<file path="src/hdl/drlt_pkg.sv">
// ----------------------------------------------------------------------------
// drlt_pkg - shared types and geometry for the dirty rectangle list tracker
// Item and result layouts, op codes, controller/datapath handshake structs
// and the rectangle contain / overlap / union helpers.
// ----------------------------------------------------------------------------
package drlt_pkg;

    // default list depth and fixed field widths
    localparam int MAX_RECTS_DEF = 20;
    localparam int COUNT_W       = 7;
    localparam logic [14:0] DIM_MAX = 15'h7FFF;

    // op codes; the fourth code changes nothing
    typedef enum logic [1:0] {
        OP_ADD   = 2'd0,
        OP_CLEAR = 2'd1,
        OP_READ  = 2'd2
    } t_op;

    // one stored rectangle
    typedef struct packed {
        logic signed [15:0] x;
        logic signed [15:0] y;
        logic [14:0]        w;
        logic [14:0]        h;
    } t_rect;

    // input item
    typedef struct packed {
        logic [1:0]         op;
        logic signed [15:0] rect_x;
        logic signed [15:0] rect_y;
        logic [14:0]        rect_w;
        logic [14:0]        rect_h;
        logic [5:0]         entry_index;
    } t_item;

    // result item
    typedef struct packed {
        logic [COUNT_W-1:0] entry_count;
        logic signed [15:0] bound_x;
        logic signed [15:0] bound_y;
        logic [14:0]        bound_w;
        logic [14:0]        bound_h;
        logic signed [15:0] entry_x;
        logic signed [15:0] entry_y;
        logic [14:0]        entry_w;
        logic [14:0]        entry_h;
        logic               entry_valid;
    } t_res;

    // controller to datapath commands
    typedef struct packed {
        logic load;        // latch the item, clear the entry result
        logic clr_count;   // empty the list
        logic first;       // store entry 0 and bounds, count becomes one
        logic bound_grow;  // bounds to union, start walk at entry 0
        logic idx_inc;     // move walk to next entry
        logic wr_new;      // write the new rectangle
        logic wr_union;    // write union of walked entry and new rectangle
        logic wr_tail;     // write address is the current count
        logic cnt_inc;     // one more entry
        logic ent_cap;     // capture read entry
    } t_cmd;

    // datapath to controller status
    typedef struct packed {
        logic empty;
        logic full;
        logic last;
        logic hit_in;      // walked entry contains new rectangle
        logic hit_cov;     // new rectangle contains walked entry
        logic hit_ovl;     // positive-area overlap
    } t_status;

    // right or bottom edge, exclusive
    function automatic logic signed [16:0] far_side(logic signed [15:0] p, logic [14:0] s);
        return 17'(p) + $signed({2'b00, s});
    endfunction

    // a contains b, equal edges included
    function automatic logic rect_contains(t_rect a, t_rect b);
        return (b.x >= a.x) && (b.y >= a.y) &&
               (far_side(b.x, b.w) <= far_side(a.x, a.w)) &&
               (far_side(b.y, b.h) <= far_side(a.y, a.h));
    endfunction

    // positive area in both directions
    function automatic logic rect_overlaps(t_rect a, t_rect b);
        logic signed [15:0] l;
        logic signed [15:0] t;
        logic signed [16:0] r;
        logic signed [16:0] d;
        logic signed [16:0] ar;
        logic signed [16:0] br;
        logic signed [16:0] ad;
        logic signed [16:0] bd;
        ar = far_side(a.x, a.w);
        br = far_side(b.x, b.w);
        ad = far_side(a.y, a.h);
        bd = far_side(b.y, b.h);
        l  = (a.x > b.x) ? a.x : b.x;
        t  = (a.y > b.y) ? a.y : b.y;
        r  = (ar < br) ? ar : br;
        d  = (ad < bd) ? ad : bd;
        return (17'(l) < r) && (17'(t) < d);
    endfunction

    // bounding union, size saturates
    function automatic t_rect rect_union(t_rect a, t_rect b);
        logic signed [16:0] ar;
        logic signed [16:0] br;
        logic signed [16:0] ad;
        logic signed [16:0] bd;
        logic signed [16:0] r;
        logic signed [16:0] d;
        logic signed [17:0] w;
        logic signed [17:0] h;
        t_rect u;
        ar  = far_side(a.x, a.w);
        br  = far_side(b.x, b.w);
        ad  = far_side(a.y, a.h);
        bd  = far_side(b.y, b.h);
        r   = (ar > br) ? ar : br;
        d   = (ad > bd) ? ad : bd;
        u.x = (a.x < b.x) ? a.x : b.x;
        u.y = (a.y < b.y) ? a.y : b.y;
        w   = 18'(r) - 18'(u.x);
        h   = 18'(d) - 18'(u.y);
        u.w = (w > 18'sd32767) ? DIM_MAX : w[14:0];
        u.h = (h > 18'sd32767) ? DIM_MAX : h[14:0];
        return u;
    endfunction

endpackage

</file>
<file path="src/hdl/dirty_rect_list_tracker.sv">
// ----------------------------------------------------------------------------
// dirty_rect_list_tracker - bounded list of damaged rectangles
// Records damage rectangles with merging and keeps their bounding box.
//
// Usage: present an item on i_item and raise start; it is taken at a clock
// edge where start is high and busy is low. Ops: add a rectangle, clear the
// list, read one entry. Every item gives exactly one result on o_result,
// marked by o_valid for a single cycle; the receiver cannot stall it.
// Clear and the unused op answer in the cycle after they are taken; a read
// passes through the readout state, an add into an empty list through the
// first-entry state, and any other add through the bounds-grow state and
// then the walk, which ends at the first matching entry or the last one. The
// walk reads one entry a cycle from the single read port of the entry store.
// A new item may be started in the cycle its result is shown.
// Reset empties the list and zeroes the bounds; the store itself needs no
// clearing pass.
// ----------------------------------------------------------------------------
module dirty_rect_list_tracker #(
    parameter int MAX_RECTS = drlt_pkg::MAX_RECTS_DEF
) (
    input  logic            i_clk,
    input  logic            i_rst_n,
    input  logic            start,
    output logic            busy,
    input  drlt_pkg::t_item i_item,
    output logic            o_valid,
    output drlt_pkg::t_res  o_result
);
    import drlt_pkg::*;

    t_cmd    cmd;
    t_status status;

    // sequencer
    drlt_ctrl u_ctrl (
        .i_clk    (i_clk),
        .i_rst_n  (i_rst_n),
        .i_start  (start),
        .i_op     (i_item.op),
        .i_status (status),
        .o_cmd    (cmd),
        .o_busy   (busy),
        .o_done   (o_valid)
    );

    // datapath and entry store
    drlt_dpath #(
        .MAX_RECTS (MAX_RECTS)
    ) u_dpath (
        .i_clk    (i_clk),
        .i_rst_n  (i_rst_n),
        .i_item   (i_item),
        .i_cmd    (cmd),
        .o_status (status),
        .o_res    (o_result)
    );

endmodule

</file>
<file path="src/hdl/drlt_ram.sv">
// ----------------------------------------------------------------------------
// drlt_ram - generic simple dual-port ram
// One write port, one read port with registered read data.
// ----------------------------------------------------------------------------
module drlt_ram #(
    parameter int WIDTH  = 62,
    parameter int DEPTH  = 20,
    parameter int ADDR_W = (DEPTH > 1) ? $clog2(DEPTH) : 1
) (
    input  logic              i_clk,
    input  logic              i_we,
    input  logic [ADDR_W-1:0] i_waddr,
    input  logic [WIDTH-1:0]  i_wdata,
    input  logic [ADDR_W-1:0] i_raddr,
    output logic [WIDTH-1:0]  o_rdata
);

    logic [WIDTH-1:0] r_mem [DEPTH];
    logic [WIDTH-1:0] r_rdata;

    // write and registered read
    always_ff @(posedge i_clk) begin
        if (i_we) begin
            r_mem[i_waddr] <= i_wdata;
        end
        r_rdata <= r_mem[i_raddr];
    end

    assign o_rdata = r_rdata;

endmodule

</file>
<file path="src/hdl/drlt_ctrl.sv">
// ----------------------------------------------------------------------------
// drlt_ctrl - sequencer for the dirty rectangle list tracker
// Dispatches items, walks the list one entry a cycle and strobes the result.
// ----------------------------------------------------------------------------
module drlt_ctrl (
    input  logic              i_clk,
    input  logic              i_rst_n,
    input  logic              i_start,
    input  logic [1:0]        i_op,
    input  drlt_pkg::t_status i_status,
    output drlt_pkg::t_cmd    o_cmd,
    output logic              o_busy,
    output logic              o_done
);
    import drlt_pkg::*;

    typedef enum logic [2:0] {
        S_IDLE,
        S_FIRST,
        S_GROW,
        S_WALK,
        S_RDOUT
    } t_state;

    t_state r_state, n_state;
    logic   r_done, n_done;
    t_cmd   cmd;

    // next state and commands
    always_comb begin
        n_state = r_state;
        n_done  = 1'b0;
        cmd     = '0;
        unique case (r_state)
            S_IDLE: begin
                if (i_start) begin
                    cmd.load = 1'b1;
                    unique case (i_op)
                        OP_ADD:   n_state = i_status.empty ? S_FIRST : S_GROW;
                        OP_CLEAR: begin
                            cmd.clr_count = 1'b1;
                            n_done        = 1'b1;
                        end
                        OP_READ:  n_state = S_RDOUT;
                        default:  n_done = 1'b1;
                    endcase
                end
            end
            S_FIRST: begin
                cmd.first = 1'b1;
                n_state   = S_IDLE;
                n_done    = 1'b1;
            end
            S_GROW: begin
                cmd.bound_grow = 1'b1;
                n_state        = S_WALK;
            end
            S_WALK: begin
                // first matching entry decides
                priority if (i_status.hit_in) begin
                    n_state = S_IDLE;
                    n_done  = 1'b1;
                end else if (i_status.hit_cov) begin
                    cmd.wr_new = 1'b1;
                    n_state    = S_IDLE;
                    n_done     = 1'b1;
                end else if (i_status.hit_ovl) begin
                    cmd.wr_union = 1'b1;
                    n_state      = S_IDLE;
                    n_done       = 1'b1;
                end else if (i_status.last) begin
                    // no match: merge into last entry or append
                    if (i_status.full) begin
                        cmd.wr_union = 1'b1;
                    end else begin
                        cmd.wr_new  = 1'b1;
                        cmd.wr_tail = 1'b1;
                        cmd.cnt_inc = 1'b1;
                    end
                    n_state = S_IDLE;
                    n_done  = 1'b1;
                end else begin
                    cmd.idx_inc = 1'b1;
                end
            end
            S_RDOUT: begin
                cmd.ent_cap = 1'b1;
                n_state     = S_IDLE;
                n_done      = 1'b1;
            end
            default: n_state = S_IDLE;
        endcase
    end

    // state and result strobe
    always_ff @(posedge i_clk) begin
        if (!i_rst_n) begin
            r_state <= S_IDLE;
            r_done  <= 1'b0;
        end else begin
            r_state <= n_state;
            r_done  <= n_done;
        end
    end

    assign o_cmd  = cmd;
    assign o_busy = (r_state != S_IDLE);
    assign o_done = r_done;

endmodule

</file>
<file path="src/hdl/drlt_dpath.sv">
// ----------------------------------------------------------------------------
// drlt_dpath - datapath for the dirty rectangle list tracker
// Holds the new rectangle, count, bounds, walk index and read result, and
// evaluates one stored entry a cycle against the new rectangle.
// ----------------------------------------------------------------------------
module drlt_dpath #(
    parameter int MAX_RECTS = drlt_pkg::MAX_RECTS_DEF
) (
    input  logic              i_clk,
    input  logic              i_rst_n,
    input  drlt_pkg::t_item   i_item,
    input  drlt_pkg::t_cmd    i_cmd,
    output drlt_pkg::t_status o_status,
    output drlt_pkg::t_res    o_res
);
    import drlt_pkg::*;

    localparam int AW = (MAX_RECTS > 1) ? $clog2(MAX_RECTS) : 1;
    localparam int CW = $clog2(MAX_RECTS + 1);
    localparam int RW = $bits(t_rect);

    t_rect           r_new;
    t_rect           r_bound;
    t_rect           r_ent;
    logic            r_ent_valid;
    logic            r_rd_ok;
    logic [CW-1:0]   r_count;
    logic [AW-1:0]   r_idx;

    logic [RW-1:0]   rd_data;
    t_rect           walk_ent;
    t_rect           merged;
    logic            ram_we;
    logic [AW-1:0]   ram_waddr;
    logic [AW-1:0]   ram_raddr;
    t_rect           ram_wdata;
    logic            index_ok;

    assign walk_ent = t_rect'(rd_data);
    assign merged   = rect_union(walk_ent, r_new);
    assign index_ok = ({1'b0, i_item.entry_index} < COUNT_W'(r_count));

    // entry store
    assign ram_we    = i_cmd.first | i_cmd.wr_new | i_cmd.wr_union;
    assign ram_wdata = i_cmd.wr_union ? merged : r_new;

    always_comb begin
        priority if (i_cmd.first) begin
            ram_waddr = '0;
        end else if (i_cmd.wr_tail) begin
            ram_waddr = r_count[AW-1:0];
        end else begin
            ram_waddr = r_idx;
        end
    end

    // read the asked entry at dispatch, entry 0 as the walk starts, else prefetch the next walk entry
    always_comb begin
        priority if (i_cmd.load) begin
            ram_raddr = i_item.entry_index[AW-1:0];
        end else if (i_cmd.bound_grow) begin
            ram_raddr = '0;
        end else begin
            ram_raddr = r_idx + 1'b1;
        end
    end

    drlt_ram #(
        .WIDTH (RW),
        .DEPTH (MAX_RECTS)
    ) u_store (
        .i_clk   (i_clk),
        .i_we    (ram_we),
        .i_waddr (ram_waddr),
        .i_wdata (ram_wdata),
        .i_raddr (ram_raddr),
        .o_rdata (rd_data)
    );

    // count, bounds and walk index
    always_ff @(posedge i_clk) begin
        if (!i_rst_n) begin
            r_count <= '0;
            r_bound <= '0;
            r_idx   <= '0;
        end else begin
            if (i_cmd.clr_count) begin
                r_count <= '0;
            end else if (i_cmd.first) begin
                r_count <= CW'(1);
            end else if (i_cmd.cnt_inc) begin
                r_count <= r_count + 1'b1;
            end
            if (i_cmd.first) begin
                r_bound <= r_new;
            end else if (i_cmd.bound_grow) begin
                r_bound <= rect_union(r_bound, r_new);
            end
            if (i_cmd.bound_grow) begin
                r_idx <= '0;
            end else if (i_cmd.idx_inc) begin
                r_idx <= r_idx + 1'b1;
            end
        end
    end

    // item latch and read result
    always_ff @(posedge i_clk) begin
        if (i_cmd.load) begin
            r_new.x     <= i_item.rect_x;
            r_new.y     <= i_item.rect_y;
            r_new.w     <= i_item.rect_w;
            r_new.h     <= i_item.rect_h;
            r_rd_ok     <= index_ok;
            r_ent       <= '0;
            r_ent_valid <= 1'b0;
        end else if (i_cmd.ent_cap) begin
            r_ent       <= r_rd_ok ? walk_ent : '0;
            r_ent_valid <= r_rd_ok;
        end
    end

    // status to the sequencer
    assign o_status.empty   = (r_count == '0);
    assign o_status.full    = (r_count == CW'(MAX_RECTS));
    assign o_status.last    = ((CW'(r_idx) + CW'(1)) == r_count);
    assign o_status.hit_in  = rect_contains(walk_ent, r_new);
    assign o_status.hit_cov = rect_contains(r_new, walk_ent);
    assign o_status.hit_ovl = rect_overlaps(r_new, walk_ent);

    // result item
    assign o_res.entry_count = COUNT_W'(r_count);
    assign o_res.bound_x     = r_bound.x;
    assign o_res.bound_y     = r_bound.y;
    assign o_res.bound_w     = r_bound.w;
    assign o_res.bound_h     = r_bound.h;
    assign o_res.entry_x     = r_ent.x;
    assign o_res.entry_y     = r_ent.y;
    assign o_res.entry_w     = r_ent.w;
    assign o_res.entry_h     = r_ent.h;
    assign o_res.entry_valid = r_ent_valid;

endmodule

</file>
<file path="config.mk">
export PLATFORM = sky130hd
export DESIGN_NAME = dirty_rect_list_tracker
export DESIGN_NICKNAME = d
export VERILOG_FILES = /design/src/hdl/drlt_pkg.sv /design/src/hdl/dirty_rect_list_tracker.sv /design/src/hdl/drlt_ram.sv /design/src/hdl/drlt_ctrl.sv /design/src/hdl/drlt_dpath.sv
export SDC_FILE = /design/constraint.sdc
export NUM_CORES = 2
export LEC_CHECK = 0
export ABC_AREA = 0
export BUFFER_PORTS_ARGS = -buffer_cell sky130_fd_sc_hd__buf_2
export CAP_MARGIN = 20
export CORE_AREA = 2 2 319 384
export CTS_CLUSTER_DIAMETER = 150
export DETAILED_ROUTE_END_ITERATION = 8
export DIE_AREA = 0 0 321 386
export GPL_TIMING_DRIVEN = 1
export PLACE_DENSITY_LB_ADDON = 0.1
export SLEW_MARGIN = 20
export SYNTH_ARGS = -nofsm -noshare
export SYNTH_HDL_FRONTEND = slang
export SYNTH_SLANG_ARGS = --single-unit
</file>
<file path="constraint.sdc">
create_clock -name i_clk -period 21.3 [get_ports i_clk]
set_input_delay 1.065 -clock i_clk [delete_from_list [all_inputs] [get_ports i_clk]]
set_output_delay 1.065 -clock i_clk [all_outputs]
set_load 0.05 [all_outputs]
</file>
==> impl_metrics.env <==
export IMPL_final_hold_violation_count=0
export IMPL_max_cap_viol_count=0
export IMPL_ys_seq_area_frac=0.603
export IMPL_cts_max_path_buffers=3
export IMPL_synth_area_per_cell_um2=11.2
export IMPL_regToRegStartpoint="u_dpath.r_new[33]"
export IMPL_timing_critical_path_slowest_stage_cell="sky130_fd_sc_hd__buf_4"
export IMPL_synthTopCellsByArea="sky130_fd_sc_hd__edfxtp_1, sky130_fd_sc_hd__nand2_1, sky130_fd_sc_hd__dfxtp_1, sky130_fd_sc_hd__ha_1, sky130_fd_sc_hd__nand3_1"
export IMPL_timing_critical_path_required_ns=21.71
export IMPL_antenna_fix_cells=0
export IMPL_worst_endpoint_arrival_ns=11.67
export IMPL_synth_ff_type="sky130_fd_sc_hd__edfxtp_1"
export IMPL_antenna_left=0
export IMPL_top_level_ports=207
export IMPL_tightest_slew_ns=1.21
export IMPL_synthArstFlopShare=0
export IMPL_cts_buffers_inserted=148
export IMPL_grt_ovfl_total=0
export IMPL_tritoncts_clock_tree="done"
export IMPL_numPlacedInstances=7873
export IMPL_r2r_cells=42
export IMPL_hold_path_class="input pin to flop"
export IMPL_path_common_cell="sky130_fd_sc_hd__a21oi_1"
export IMPL_hpwlAfterDp_mm=133
export IMPL_timing_fmax_mhz=88.9
export IMPL_dpl_instance_area_um2=74400
export IMPL_drv_slew=0
export IMPL_holdPathStages=1
export IMPL_placementRows=140
export IMPL_port_buffers=204
export IMPL_grt_pass1_vias=48554
export IMPL_synthDistinctLibCells=94
export IMPL_clock_latency_of_the_later_clocked_register_in_the_worst_skew_pair_ns=0.80
export IMPL_grt_util_all_layers=0.332
export IMPL_number_of_hold_buffers_added_after_cts=0
export IMPL_path_clk_slew_ns=0.06
export IMPL_sequential_cell_area_um2=43200
export IMPL_critPathLaunchType="flop"
export IMPL_cp_max_fo=38
export IMPL_critical_path_max_stage_delay_ns=0.65
export IMPL_power_combinational_fraction=0.340
export IMPL_antenna_violations_before_repair=3
export IMPL_synthMostInstantiatedCell="sky130_fd_sc_hd__nand2_1"
export IMPL_postLayoutCoreUtil=0.657
export IMPL_die_area_um2=124000
export IMPL_final_min_clock_period_ns=11.25
export IMPL_floorplan_initialDensity=0.594
export IMPL_grt_start_max_net_pins=172
export IMPL_clock_tree_htree_level_count=4
export IMPL_ys_warn_count=0
export IMPL_final_nets=6864
export IMPL_clkSinkCount=1504
export IMPL_reg2reg_setup_slack_ns=10.05
export IMPL_area_delta_synth_final_pct=10.7
export IMPL_period_share=0.528
export IMPL_clock_root_buffer="sky130_fd_sc_hd__clkbuf_16"
export IMPL_final_cell_count_no_fill=8147
export IMPL_end_kind="flop"
export IMPL_grt_first_pass_wirelength_mm=308
export IMPL_initialDrtViolationCount=6034
export IMPL_total_negative_setup_slacks_ns=0
export IMPL_drt_vias_per_instance=6.36
export IMPL_die_w_um=321
export IMPL_p_switching_w=0.00314
export IMPL_synthesis_area_um2=71500
export IMPL_detail_route_wl_per_cell_um=25.6
export IMPL_crit_path_end="u_dpath.u_store.r_mem[6][60]"
export IMPL_area_used_by_multi_input_combinational_logic_um2=26700
export IMPL_drive_gt1_frac=0.112
export IMPL_run_status="complete, no violations"
export IMPL_final_area_um2=79200
export IMPL_detail_route_first_pass_iterations=6
export IMPL_leakage_nw=30.3
export IMPL_post_cts_setup_buffers=0
export IMPL_netSwitchingFraction=0.349
export IMPL_nFillCells=9116
export IMPL_top_cell_type_s_share_of_synthesized_area=0.547
export IMPL_worst_case_headroom_to_the_max_slew_limit=0.191
export IMPL_yosysTopAreaCell="sky130_fd_sc_hd__edfxtp_1"
export IMPL_synth_enable_flop_cells=1303
export IMPL_die_height_um=386
export IMPL_rsz0062_at_grt="no"
export IMPL_report_power_total_w=0.00901
export IMPL_cts_resized_gates=0
export IMPL_dr_vias=51814
export IMPL_power_density_nw_per_um2=114
export IMPL_critical_path_startpoint="u_dpath.r_new[33]"
export IMPL_proportion_of_power_drawn_by_the_clock_network=0.285
export IMPL_totalWireLength_mm=209
export IMPL_synth_commonest_cells="sky130_fd_sc_hd__nand2_1, sky130_fd_sc_hd__edfxtp_1, sky130_fd_sc_hd__nand3_1"
export IMPL_place_congestion=0.974
export IMPL_timing_clock_skew_ns=0.0254
export IMPL_reg2reg_to="u_dpath.u_store.r_mem[6][60]"
export IMPL_power_sequential_fraction=0.374
export IMPL_final_setup_viol_count=0
export IMPL_fp_coreArea_um2=121000
export IMPL_syn_inst=6361
export IMPL_worst_ir_drop_vdd_uv=78.2
export IMPL_setup_worst_path_class="flop to flop"
export IMPL_cell_internal_pwr_w=0.00586
export IMPL_ys_ff_latch=1504
export IMPL_post_route_drc_count=0
layer usage:
layer / vias up / part of all wire / routed length, um / GRT usage
li1: 23587 / - / - / -
met1: 25496 / 0.43 / 88700 / 0.480
met2: 2340 / 0.45 / 94300 / 0.509
met3: 385 / 0.086 / 18000 / 0.0540
met4: 6 / 0.036 / 7440 / 0.122
met5: - / 0.00014 / 29 / 0
through the flow:
| step | hold slack [ns] | setup WS [ns] |
|---|---|---|
| 2_1_floorplan | 0.437 | 5.87 |
| 3_3_place_gp | 0.437 | 9.97 |
| 3_5_place_dp | 0.442 | 9.82 |
| 4_1_cts | 0.390 | 9.79 |
| 5_1_grt | 0.406 | 9.41 |
| 6_report | 0.438 | 10.05 |
kinds of logic (layout without fill, tap and decap cells):
kind of cell               Yosys count  in the layout  share of synthesized area
muxes                              177            177                     0.0259
and+or+nand+nor                   2484           2484                      0.152
buffers and inverters              540            763                     0.0287
other                                1              2                  0.0000524
AOI/OAI and AO/OA                 1187           1187                      0.115
xor gates and xnor gates           136            136                     0.0168
DFF                               1504           1504                      0.603
adders and majority gates          332            332                     0.0590
sequential cells by signal (all words and copies together), names as in the netlist, 3 cells and up:
name                     cells
u_dpath.r_idx                5
u_dpath.u_store.o_rdata     62
u_dpath.r_new               62
u_ctrl.r_state               3
u_dpath.u_store.r_mem     1240
u_dpath.r_count              5
u_dpath.o_res              124
worst max-delay path: cells and delay by family (launching register included):
kind                     cells  cell delay (ns)
adder cells (fa/ha/maj)      3             1.04
XOR/XNOR                     1             0.21
flip-flops                   1             0.52
buffers and inverters        4             1.59
AND/OR/NAND/NOR             14             3.24
AO/OA/AOI/OAI               20             4.16
final cells by class:
type,instances,share of cell area
well taps,1562,0.0247
clock buffers,211,0.0530
clock inverters,62,0.00705
repair buffers,317,0.0246
flip-flops and latches,1504,0.545
inverters,173,0.00820
multi-input cells,4318,0.338
how the worst min path moves through the flow:
stage | start | end | slack (ns)
after floorplan | u_dpath.r_ent_valid | u_dpath.r_ent_valid | 0.44
after global placement | u_dpath.o_res[58] | u_dpath.o_res[58] | 0.44
after detailed placement | u_dpath.o_res[59] | u_dpath.o_res[59] | 0.44
after CTS | i_item[12] | u_dpath.r_new[6] | 0.39
after global routing | i_item[12] | u_dpath.r_new[6] | 0.41
final | i_item[12] | u_dpath.r_new[6] | 0.44
power by group through the flow:
stage | registers (W) | clock network [W] | logic [W]
after floorplan | 0.00342 | 0 | 0.00212
after global placement | 0.00343 | 0 | 0.00299
after detailed placement | 0.00343 | 0 | 0.00299
after CTS | 0.00337 | 0.00260 | 0.00301
after global routing | 0.00337 | 0.00270 | 0.00334
final | 0.00337 | 0.00257 | 0.00307
cell usage in the layout, fill, tap and decap left out, types with 126 or more instances in the layout:
| master | n |
|---|---|
| sky130_fd_sc_hd__a21oi_1 | 243 |
| sky130_fd_sc_hd__ha_1 | 319 |
| sky130_fd_sc_hd__dfxtp_1 | 201 |
| sky130_fd_sc_hd__clkbuf_16 | 154 |
| sky130_fd_sc_hd__nor2_1 | 183 |
| sky130_fd_sc_hd__inv_1 | 172 |
| sky130_fd_sc_hd__buf_2 | 204 |
| sky130_fd_sc_hd__edfxtp_1 | 1303 |
| sky130_fd_sc_hd__a311oi_1 | 126 |
| sky130_fd_sc_hd__a31oi_1 | 139 |
| sky130_fd_sc_hd__nand3_1 | 358 |
| sky130_fd_sc_hd__and3_1 | 201 |
| sky130_fd_sc_hd__nand2_1 | 1516 |
| sky130_fd_sc_hd__a211oi_1 | 140 |
Note: power is estimated with default switching activity, not from simulation.
